### src/rtl/tgfc_pkg.sv
package tgfc_pkg;

  localparam logic [6:0] CH_MASK    = 7'h7f;
  localparam logic [5:0] SUM_MASK   = 6'h3f;
  localparam logic [6:0] CKS_OFFSET = 7'h20;
  localparam logic [6:0] CH_LF      = 7'h0a;
  localparam logic [6:0] CH_CR      = 7'h0d;
  localparam logic [6:0] CH_STX     = 7'h02;

  localparam logic [7:0] MIN_LEN_RESET = 8'd8;

  localparam logic CMD_BYTE = 1'b0;
  localparam logic CMD_READ = 1'b1;

  localparam logic KIND_STATUS = 1'b0;
  localparam logic KIND_READ   = 1'b1;

  localparam int unsigned QDEPTH = 4;
  localparam int unsigned QPW    = $clog2(QDEPTH);

  typedef enum logic [1:0] {
    ST_OK    = 2'd0,
    ST_CKS   = 2'd1,
    ST_SHORT = 2'd2,
    ST_OVF   = 2'd3
  } status_e;

  typedef struct packed {
    logic       kind;
    status_e    status;
    logic [6:0] group_length;
    logic [6:0] computed_checksum;
    logic [6:0] received_checksum;
    logic       hit;
  } front_t;

  typedef struct packed {
    logic       kind;
    status_e    status;
    logic [6:0] group_length;
    logic [6:0] computed_checksum;
    logic [6:0] received_checksum;
    logic [6:0] read_data;
  } out_t;

endpackage

### src/rtl/tic_group_framer_checksum.sv
// Channel   Dir  tuser  tdata (low bit up)
// s_axis    in   cmd    rx_byte[7:0], read_index[14:8], zero[15]
// m_axis    out  kind   status[1:0], group_length[8:2], computed_checksum[15:9],
//                       received_checksum[22:16], read_data[29:23], zero[31:30]
// cfg       in   -      min_group_len[7:0] on cfg_wdata_i when cfg_we_i is high
//
// One transaction is accepted per cycle while the result queue has room; a result is registered
// in the front stage, with the registered read of the group store, and then in the result queue.
// A four-entry result queue parts the two sides, and input is taken while it has room.
// Reset is asynchronous and clears all control state; the group store is not cleared.
module tic_group_framer_checksum #(
  parameter int unsigned BUF_SIZE = 128
) (
  input  logic        clk_i,
  input  logic        rst_ni,
  input  logic        cfg_we_i,
  input  logic [7:0]  cfg_wdata_i,
  input  logic        s_axis_tvalid_i,
  output logic        s_axis_tready_o,
  input  logic        s_axis_tuser_i,   // cmd
  input  logic [15:0] s_axis_tdata_i,   // rx_byte, read_index
  output logic        m_axis_tvalid_o,
  input  logic        m_axis_tready_i,
  output logic        m_axis_tuser_o,   // kind
  output logic [31:0] m_axis_tdata_o    // status, group_length, checksums, read_data
);
  import tgfc_pkg::*;

  localparam int unsigned AW = $clog2(2 * BUF_SIZE);

  logic          accept;
  logic          room;
  logic          ram_we;
  logic [AW-1:0] ram_waddr;
  logic [6:0]    ram_wdata;
  logic          ram_re;
  logic [AW-1:0] ram_raddr;
  logic [6:0]    ram_rdata;
  logic          res_valid;
  front_t        res;
  out_t          out;

  assign s_axis_tready_o = room;
  assign accept          = s_axis_tvalid_i && room;

  tgfc_front #(
    .BUF_SIZE(BUF_SIZE)
  ) u_front (
    .clk_i       (clk_i),
    .rst_ni      (rst_ni),
    .cfg_we_i    (cfg_we_i),
    .cfg_wdata_i (cfg_wdata_i),
    .in_valid_i  (accept),
    .cmd_i       (s_axis_tuser_i),
    .rx_byte_i   (s_axis_tdata_i[7:0]),
    .read_index_i(s_axis_tdata_i[14:8]),
    .ram_we_o    (ram_we),
    .ram_waddr_o (ram_waddr),
    .ram_wdata_o (ram_wdata),
    .ram_re_o    (ram_re),
    .ram_raddr_o (ram_raddr),
    .res_valid_o (res_valid),
    .res_o       (res)
  );

  tgfc_ram #(
    .WIDTH(7),
    .DEPTH(2 * BUF_SIZE)
  ) u_ram (
    .clk_i  (clk_i),
    .we_i   (ram_we),
    .waddr_i(ram_waddr),
    .wdata_i(ram_wdata),
    .re_i   (ram_re),
    .raddr_i(ram_raddr),
    .rdata_o(ram_rdata)
  );

  tgfc_back u_back (
    .clk_i      (clk_i),
    .rst_ni     (rst_ni),
    .res_valid_i(res_valid),
    .res_i      (res),
    .rdata_i    (ram_rdata),
    .room_o     (room),
    .out_valid_o(m_axis_tvalid_o),
    .out_ready_i(m_axis_tready_i),
    .out_o      (out)
  );

  assign m_axis_tuser_o = out.kind;
  assign m_axis_tdata_o = {2'b00, out.read_data, out.received_checksum,
                           out.computed_checksum, out.group_length, out.status};

endmodule

### src/rtl/tgfc_ram.sv
module tgfc_ram #(
  parameter int unsigned WIDTH = 7,
  parameter int unsigned DEPTH = 256
) (
  input  logic                     clk_i,
  input  logic                     we_i,
  input  logic [$clog2(DEPTH)-1:0] waddr_i,
  input  logic [WIDTH-1:0]         wdata_i,
  input  logic                     re_i,
  input  logic [$clog2(DEPTH)-1:0] raddr_i,
  output logic [WIDTH-1:0]         rdata_o
);

  logic [WIDTH-1:0] mem_q [DEPTH];
  logic [WIDTH-1:0] rdata_q;

  always_ff @(posedge clk_i) begin
    if (we_i) begin
      mem_q[waddr_i] <= wdata_i;
    end
    if (re_i) begin
      rdata_q <= mem_q[raddr_i];
    end
  end

  assign rdata_o = rdata_q;

endmodule

### src/rtl/tgfc_front.sv
module tgfc_front #(
  parameter int unsigned BUF_SIZE = 128
) (
  input  logic                          clk_i,
  input  logic                          rst_ni,
  input  logic                          cfg_we_i,
  input  logic [7:0]                    cfg_wdata_i,
  input  logic                          in_valid_i,
  input  logic                          cmd_i,
  input  logic [7:0]                    rx_byte_i,
  input  logic [6:0]                    read_index_i,
  output logic                          ram_we_o,
  output logic [$clog2(2*BUF_SIZE)-1:0] ram_waddr_o,
  output logic [6:0]                    ram_wdata_o,
  output logic                          ram_re_o,
  output logic [$clog2(2*BUF_SIZE)-1:0] ram_raddr_o,
  output logic                          res_valid_o,
  output tgfc_pkg::front_t              res_o
);
  import tgfc_pkg::*;

  localparam int unsigned AW  = $clog2(2 * BUF_SIZE);
  localparam int unsigned WCW = $clog2(BUF_SIZE);
  localparam int unsigned CW  = (WCW > 7) ? WCW : 7;
  localparam int unsigned MW  = (WCW > 8) ? WCW : 8;

  logic [7:0]     min_len_q, min_len_d;
  logic           start_seen_q, start_seen_d;
  logic           in_group_q, in_group_d;
  logic [WCW-1:0] wc_q, wc_d;
  logic [5:0]     sum_q, sum_d;
  logic [6:0]     last_q, last_d;
  logic           bank_q, bank_d;
  logic [WCW-1:0] good_len_q, good_len_d;
  logic           res_valid_q, res_valid_d;
  front_t         res_q, res_d;

  logic [6:0]     c;
  logic [6:0]     cks;
  logic [WCW-1:0] pre_len;
  logic [WCW-1:0] new_good;
  logic [CW-1:0]  new_good_ext;
  logic           too_short;
  logic           rd_hit;

  assign c            = rx_byte_i[6:0] & CH_MASK;
  assign cks          = {1'b0, sum_q & SUM_MASK} + CKS_OFFSET;
  assign pre_len      = wc_q - WCW'(1);
  assign new_good     = (pre_len != '0) ? pre_len - WCW'(1) : '0;
  assign new_good_ext = CW'(new_good);
  assign too_short    = MW'(pre_len) < MW'(min_len_q);
  assign rd_hit       = (CW'(read_index_i) < CW'(good_len_q)) &&
                        (32'(read_index_i) < 32'(BUF_SIZE));

  assign ram_wdata_o = c;
  assign ram_waddr_o = bank_q ? AW'(BUF_SIZE) + AW'(wc_q) : AW'(wc_q);
  assign ram_raddr_o = !bank_q ? AW'(BUF_SIZE) + AW'(read_index_i) : AW'(read_index_i);

  always_comb begin
    min_len_d    = min_len_q;
    start_seen_d = start_seen_q;
    in_group_d   = in_group_q;
    wc_d         = wc_q;
    sum_d        = sum_q;
    last_d       = last_q;
    bank_d       = bank_q;
    good_len_d   = good_len_q;
    res_valid_d  = 1'b0;
    res_d        = '0;
    res_d.status = ST_OK;
    ram_we_o     = 1'b0;
    ram_re_o     = 1'b0;

    if (cfg_we_i) begin
      min_len_d = cfg_wdata_i;
    end

    if (in_valid_i) begin
      if (cmd_i == CMD_READ) begin
        res_valid_d = 1'b1;
        res_d.kind  = KIND_READ;
        res_d.hit   = rd_hit;
        ram_re_o    = rd_hit;
      end else if (in_group_q) begin
        if (c == CH_CR) begin
          res_valid_d = 1'b1;
          in_group_d  = 1'b0;
          if (wc_q == '0) begin
            res_d.status = ST_SHORT;
          end else if (too_short) begin
            wc_d         = '0;
            res_d.status = ST_SHORT;
          end else if (cks != last_q) begin
            wc_d                    = '0;
            res_d.status            = ST_CKS;
            res_d.computed_checksum = cks;
            res_d.received_checksum = last_q;
          end else begin
            good_len_d              = new_good;
            bank_d                  = ~bank_q;
            res_d.group_length      = new_good_ext[6:0];
            res_d.computed_checksum = cks;
            res_d.received_checksum = last_q;
          end
        end else begin
          ram_we_o = 1'b1;
          sum_d    = (sum_q + last_q[5:0]) & SUM_MASK;
          last_d   = c;
          wc_d     = wc_q + WCW'(1);
          if (32'(wc_q) >= 32'(BUF_SIZE - 2)) begin
            in_group_d   = 1'b0;
            res_valid_d  = 1'b1;
            res_d.status = ST_OVF;
          end
        end
      end else if (start_seen_q && (c == CH_LF)) begin
        in_group_d = 1'b1;
        wc_d       = '0;
        sum_d      = '0;
        last_d     = '0;
      end else if (c == CH_STX) begin
        start_seen_d = 1'b1;
      end
    end
  end

  always_ff @(posedge clk_i or negedge rst_ni) begin
    if (!rst_ni) begin
      min_len_q    <= MIN_LEN_RESET;
      start_seen_q <= 1'b0;
      in_group_q   <= 1'b0;
      wc_q         <= '0;
      sum_q        <= '0;
      last_q       <= '0;
      bank_q       <= 1'b0;
      good_len_q   <= '0;
      res_valid_q  <= 1'b0;
    end else begin
      min_len_q    <= min_len_d;
      start_seen_q <= start_seen_d;
      in_group_q   <= in_group_d;
      wc_q         <= wc_d;
      sum_q        <= sum_d;
      last_q       <= last_d;
      bank_q       <= bank_d;
      good_len_q   <= good_len_d;
      res_valid_q  <= res_valid_d;
    end
  end

  always_ff @(posedge clk_i) begin
    res_q <= res_d;
  end

  assign res_valid_o = res_valid_q;
  assign res_o       = res_q;

endmodule

### src/rtl/tgfc_back.sv
module tgfc_back (
  input  logic             clk_i,
  input  logic             rst_ni,
  input  logic             res_valid_i,
  input  tgfc_pkg::front_t res_i,
  input  logic [6:0]       rdata_i,
  output logic             room_o,
  output logic             out_valid_o,
  input  logic             out_ready_i,
  output tgfc_pkg::out_t   out_o
);
  import tgfc_pkg::*;

  localparam int unsigned QCW = QPW + 1;

  out_t           ent_q [QDEPTH];
  logic [QPW-1:0] wptr_q, wptr_d;
  logic [QPW-1:0] rptr_q, rptr_d;
  logic [QCW-1:0] count_q, count_d;
  out_t           push_ent;
  logic           push;
  logic           pop;

  always_comb begin
    push_ent.kind              = res_i.kind;
    push_ent.status            = res_i.status;
    push_ent.group_length      = res_i.group_length;
    push_ent.computed_checksum = res_i.computed_checksum;
    push_ent.received_checksum = res_i.received_checksum;
    push_ent.read_data         = (res_i.kind == KIND_READ && res_i.hit) ? rdata_i : '0;
  end

  assign push        = res_valid_i;
  assign out_valid_o = (count_q != '0);
  assign pop         = out_valid_o && out_ready_i;
  assign out_o       = ent_q[rptr_q];
  assign room_o      = (count_q + QCW'(res_valid_i)) < QCW'(QDEPTH);

  always_comb begin
    wptr_d  = push ? wptr_q + QPW'(1) : wptr_q;
    rptr_d  = pop ? rptr_q + QPW'(1) : rptr_q;
    count_d = count_q + QCW'(push) - QCW'(pop);
  end

  always_ff @(posedge clk_i or negedge rst_ni) begin
    if (!rst_ni) begin
      wptr_q  <= '0;
      rptr_q  <= '0;
      count_q <= '0;
    end else begin
      wptr_q  <= wptr_d;
      rptr_q  <= rptr_d;
      count_q <= count_d;
    end
  end

  always_ff @(posedge clk_i) begin
    if (push) begin
      ent_q[wptr_q] <= push_ent;
    end
  end

endmodule

### config.mk
export PLATFORM = sky130hd
export DESIGN_NAME = tic_group_framer_checksum
export DESIGN_NICKNAME = d
export VERILOG_FILES = /design/src/rtl/tgfc_pkg.sv /design/src/rtl/tic_group_framer_checksum.sv /design/src/rtl/tgfc_ram.sv /design/src/rtl/tgfc_front.sv /design/src/rtl/tgfc_back.sv
export SDC_FILE = /design/constraint.sdc
export NUM_CORES = 2
export LEC_CHECK = 0
export ABC_AREA = 1
export ABC_CLOCK_PERIOD_IN_PS = 8300
export BUFFER_PORTS_ARGS = -buffer_cell sky130_fd_sc_hd__buf_2
export CAP_MARGIN = 20
export CORE_ASPECT_RATIO = 1.4
export CORE_MARGIN = 8
export CORE_UTILIZATION = 40
export CTS_CLUSTER_SIZE = 12
export DETAILED_ROUTE_END_ITERATION = 16
export GPL_TIMING_DRIVEN = 0
export PLACE_DENSITY = 0.57
export RECOVER_POWER = 100
export SKIP_CTS_REPAIR_TIMING = 1
export SYNTH_ARGS = -nofsm -noshare
export SYNTH_HDL_FRONTEND = slang
export SYNTH_HIERARCHICAL = 1
export SYNTH_SLANG_ARGS = --single-unit
### constraint.sdc
create_clock -name clk_i -period 8.3 [get_ports clk_i]
set_clock_uncertainty 0.15 [all_clocks]
set_input_delay 0.83 -clock clk_i [delete_from_list [all_inputs] [get_ports clk_i]]
set_output_delay 0.83 -clock clk_i [all_outputs]
set_load 0.01 [all_outputs]
; Yosys cells after proc, flatten, opt, wreduce, memory -nomap -nowiden
; Memory sizes are Yosys's and may differ from the RTL's. A register that Yosys moved wholly into a read port is not among the register bits.
; Index checks and enable logic that the tools add are counted.
[totals]
output_inout_bits = 35
in_bits = 30
mem_bits_rw = 1916
mem_count = 2
ff_bits = 71
[op_classes]
n_mux = 40
magnitude_cmp = 4
n_eq_ne = 7
n_bitwise = 9
addsub = 11
n_reduce_logical = 16
[mem_list]
columns = name, words, width, rd, rd_clocked_by_memory_dff, write_ports, line
row1 = u_ram.mem_q, 256, 7, 1, 1, 1, tgfc_ram.sv:14  ; logic [WIDTH-1:0] mem_q [DEPTH];
row2 = u_back.ent_q, 4, 31, 1, 0, 1, tgfc_back.sv:16  ; out_t ent_q [QDEPTH];
[op_table]
columns = op, n
row1 = two-way mux 7 bit, 10
row2 = two-way mux 1 bit, 21
row3 = two-way mux 6 bit, 3
row4 = adder 8 x 7 -> 8 bit (first input constant), 2
row5 = two-way mux 8 bit, 2
row6 = equality test 7 x 4 -> 1 bit (second input constant), 2
row7 = subtractor 7 x 1 -> 7 bit (second input constant), 2
row8 = AND reduction 5 bit, 2
row9 = inverter 1 bit, 9
row10 = < comparator 7 x 8 -> 1 bit, 1
row11 = two-way mux 2 bit, 4
row12 = adder 6 x 6 -> 7 bit (second input constant), 1
row13 = adder 7 x 1 -> 7 bit (second input constant), 1
row14 = equality test 7 x 2 -> 1 bit (second input constant), 1
row15 = greater-or-equal comparator 7 bit (second input constant), 1
row16 = zero test 7 bit, 1
row17 = < comparator 7 bit, 1
row18 = inequality test 7 bit, 1
row19 = AND reduction 7 bit, 1
row20 = nonzero test 7 bit, 1
row21 = OR reduction 7 bit, 1
row22 = adder 6 bit, 1
row23 = OR reduction 6 bit, 1
row24 = adder 2 x 1 -> 2 bit (second input constant), 2
row25 = 12 further kinds, 15

; Logic depth before layout (Yosys ltp)
[logic_depth]
depth_word = 7
mapped_depth = 18
mapped_depth_nobuf = 17

; Modules after synthesis
; Netlist, hierarchy kept.
[modules_own_cells]
columns = mod, cells_per_inst, area_each_um2, instances
row1 = tgfc_ram, 6218, 73339.1, 1
row2 = tgfc_back, 461, 5343.9, 1
row3 = tgfc_front, 446, 3504.6, 1
row4 = tic_group_framer_checksum, 5, 26.3, 1

; Worst setup path after synthesis
; OpenSTA, ideal clock, no wires.
[synth_timing]
path_type = reg-to-reg
start = reg u_front.res_valid_q, in the netlist u_front/res_valid_o
end = mem u_ram.mem_q[162][0], enable pin
slack_ns = 4.771
arrival_time_ns = 3.019
stages_incl_launch_ff = 16
n_path_buf = 3
required_ns = 7.790
setup_ns = 0.360
path_cell_list = dfrtp_1 ha_1 ha_1 or2_2 nand2_1 nand2_1 inv_1 inv_1 nor2_2 inv_1 nor2_1 buf_2 clkbuf_1 nand3_1 clkbuf_1 nor2_1
[synth_via]
elab_chain_cells = 6
[synth_lines]
columns = item, line
row1 = "start, declared", tgfc_front.sv:35  ; logic res_valid_q, res_valid_d;
row2 = "start signal, assigned", tgfc_front.sv:147  ; res_valid_q <= res_valid_d;
row3 = adder 3 x 1 -> 3 bit, tgfc_back.sv:37  ; assign room_o = (count_q + QCW'(res_valid_i)) < QCW'(QDEPTH);
row4 = < comparator 3 bit, tgfc_back.sv:37
row5 = net s_axis_tready_o, tic_group_framer_checksum.sv:19  ; output logic s_axis_tready_o,
row6 = logical AND 1 bit, tic_group_framer_checksum.sv:44  ; assign accept = s_axis_tvalid_i && room;
row7 = net accept, tic_group_framer_checksum.sv:31  ; logic accept;
row8 = two-way mux 1 bit, tgfc_front.sv:78  ; if (in_valid_i) begin
row9 = net ram_we, tic_group_framer_checksum.sv:33  ; logic ram_we;
row10 = two-way mux 1 bit, tgfc_ram.sv:18  ; if (we_i) begin
row11 = two-way mux 1 bit (implied by the code), tgfc_ram.sv:19  ; mem_q[waddr_i] <= wdata_i;
row12 = "end, declared", tgfc_ram.sv:14
; The timed path passes the listed nets, and every way through them passes these cells.

; Worst setup path after layout
[layout_timing]
start = in s_axis_tdata_i[4]
end = mem u_ram.mem_q[183][4], data pin
[layout_lines]
columns = item, line
row1 = "start, declared", tic_group_framer_checksum.sv:21  ; input logic [15:0] s_axis_tdata_i,
; Straight into the memory's write port.

==> flow_summary.json <==
{
  "ios": 65,
  "max_freq_mhz": 148,
  "drc": 0,
  "async_flop_share_pct": 2.31,
  "hpwl_mm": 202,
  "worst_pin_slew_ps": 6800,
  "pre_cts_ws_ps": 2730,
  "period_needed_ps": 6750,
  "first_global_vias": 54700,
  "cellPowerDensity_nw_per_um2": 231,
  "viasPerCell": 5.58,
  "drv_cap": 31,
  "cts_num_sinks": 1994,
  "rows": 197,
  "rsz0062_at_grt": "false",
  "slowest_stage": "clkbuf_1",
  "grt_use_met1_pct": 28.0,
  "hp-class": "input port to register",
  "endpoint_kind": "register",
  "area_delta_synth_final_pct": 11.2,
  "postSynthCellCount": 7130,
  "cts_tree": "yes",
  "slew_violations": 1247,
  "leakage_uw": 0.0325,
  "maxSlewHeadroom_pct": -354,
  "yosys_warnings": 6,
  "fin_crit_sh_pct": 81.3,
  "r2r-start": "u_front/res_valid_o",
  "critPathArrivalTime_ps": 6480,
  "setup_tns_ps": 0,
  "fin_nets": 7477,
  "cpPeakStageDelay_ps": 3600,
  "cp_top_family": "buffers and inverters",
  "r2r.worst_path.cells": 16,
  "io_buffers": 60,
  "fill_cells": 19000,
  "path_cells": "clkbuf_1 -> clkbuf_1 -> clkbuf_1",
  "clk_latency_ps": 870,
  "wl_per_cell_um": 28.2,
  "ant_nets": 0,
  "drt-initial-drc-count": 6204,
  "gr-usage-met3_pct": 4.25,
  "die_x_um": 399,
  "antenna_found_initial": 16,
  "grt_pass1_wl_mm": 399,
  "grt_usage_pct": 25.2,
  "place.gp.congestion": 0.950,
  "synth_area_sq_um": 82200,
  "fp.dieH_um": 552,
  "crit_start": "s_axis_tdata_i[4]",
  "avgSynthCellArea_sq_um": 11.5,
  "multi_input_area_sq_um": 19700,
  "start_util_pct": 40.1,
  "finalSetupViolations": 0,
  "cts_buffers": 197,
  "root_buffer": "clkbuf_16",
  "critPathKind": "input port to register",
  "cp.buffers_inverters": 3,
  "core_sq_um": 205000,
  "worst_slack_ps": 1550,
  "synth_ff_type": "edfxtp_1",
  "hold_depth": 3,
  "use_met2_pct": 43.6,
  "fin_hold_ws_ps": 67.4,
  "first_pass_iters": 5,
  "violations": "capacitance limit, slew limit",
  "crit_cells": 3,
  "clk_pin_slew_ps": 60,
  "crit_path_frequent_cell": "clkbuf_1",
  "vias": 56900,
  "busiest_layer": "met2",
  "ys_ff_latch": 1994,
  "htreeDepth": 4,
  "final_layout_size_suffix_gt1_share_pct": 7.87,
  "grt_max_degree": 139,
  "synth_edf_count": 1923,
  "p_total_uw": 21100,
  "hold_viol": 0,
  "wl_mm": 287,
  "ir_drop_mv": 0.155,
  "yosysSeqAreaShare_pct": 72.2,
  "fin_util_pct": 44.6,
  "cp.required_ps": 8030,
  "critPathLaunchType": "input port",
  "regArea_sq_um": 59400,
  "synthDistinctLibCells": 45,
  "min_from": "cfg_wdata_i[6]",
  "critPathMaxFanout": 88,
  "die-area_sq_um": 221000,
  "clk_path_buf_depth": 4,
  "gr-total-overflow": 0,
  "status": "finished with violations"
}
logic make-up after synthesis:
kind of cell / Yosys count / share of synthesized area, %
simple gates: 4359 / 22.7
flops: 1994 / 72.2
buf+inv: 631 / 3.74
compound gates: 104 / 0.662
fa+ha+maj: 31 / 0.481
xor+xnor: 8 / 0.0944
mux: 2 / 0.0274
other cells: 1 / 0.00456
through the flow:
step / area [sq um] / cells
floorplan: 82200 / 7131
global placement: 85900 / 9877
detailed placement: 86500 / 9901
CTS: 91800 / 10200
global route: 91400 / 10200
finish: 91500 / 10200
tightest hold or removal path: stages:
cell and delay (ps):
buf_2 80, nand2_1 40, o21ai_0 60
power breakdown:
part	total [uW]	leakage [uW]	switching (uW)	internal [uW]
Sequential	11200	0.0180	30.3	11100
Clock	7910	0.00259	3590	4320
Combinational	2050	0.0119	1540	510
Total	21100	0.0325	5160	16000
cell usage in the layout (no fill, tap or decap), types with 23 or more instances in the layout:
cell / Yosys / layout
nand2_1: 2167 / 2168
edfxtp_1: 1923 / 1923
nand3_1: 1756 / 1757
nor2_1: 399 / 400
buf_2: 233 / 262
clkbuf_1: 112 / 207
clkbuf_16: 0 / 197
inv_1: 148 / 152
o21ai_0: 51 / 70
buf_4: 59 / 51
dfrtp_1: 45 / 45
buf_1: 43 / 42
ha_1: 30 / 30
dfxtp_1: 25 / 25
buf_6: 24 / 23
state kept, by name (all words and copies together), names as in the netlist, 3 cells and up:
register / cells
u_front/res_o: 25
u_front/last_q: 7
u_front/wc_q: 7
u_back/count_q: 3
u_ram/rdata_o: 7
u_front/good_len_q: 7
u_front/min_len_q: 8
u_ram/mem_q: 1792
u_front/sum_q: 6
u_back/ent_q: 124
synth_stat cells, types with 24 or more instances:
| cell | instances | area, sq um |
|---|---|---|
| nor2_1 | 399 | 1500 |
| dfxtp_1 | 25 | 500 |
| clkbuf_1 | 112 | 420 |
| edfxtp_1 | 1923 | 57700 |
| buf_2 | 233 | 1170 |
| buf_4 | 59 | 443 |
| o21ai_0 | 51 | 255 |
| o21ai_1 | 32 | 160 |
| ha_1 | 30 | 375 |
| buf_1 | 43 | 161 |
| inv_1 | 148 | 556 |
| dfrtp_1 | 45 | 1130 |
| buf_6 | 24 | 270 |
| nand3_1 | 1756 | 8790 |
| nand2_1 | 2167 | 8130 |
final timing paths:
check | end | slack, ps
worst max-delay path | u_ram/mem_q[183][4] | 1550
worst min-delay path | u_front/min_len_q[6] | 70
worst max register to register | u_ram/mem_q[227][2] | 1630
worst min register to register | u_back/ent_q[0][13] | 310
max in group asynchronous | u_front/min_len_q[2] | 5160
min in group asynchronous | u_front/in_group_q | 770
metal layers:
metal / wire [um] / up-vias
met4: 25800 / 8
met2: 142000 / 2764
met1: 98100 / 27900
li1: - / 25400
met3: 21500 / 807
met5: 66 / -
area by class of cell:
cell class              instances  area share (%)
well taps                    2686            3.67
flip-flops and latches       1994            64.9
clock inverters                20           0.167
plain buffers                 473            2.68
repair buffers                 86           0.624
multi-input cells            4506            21.6
inverters                     158           0.651
diodes                         13          0.0356
clock buffers                 248            5.65
Power figures use the tool's default switching activity.
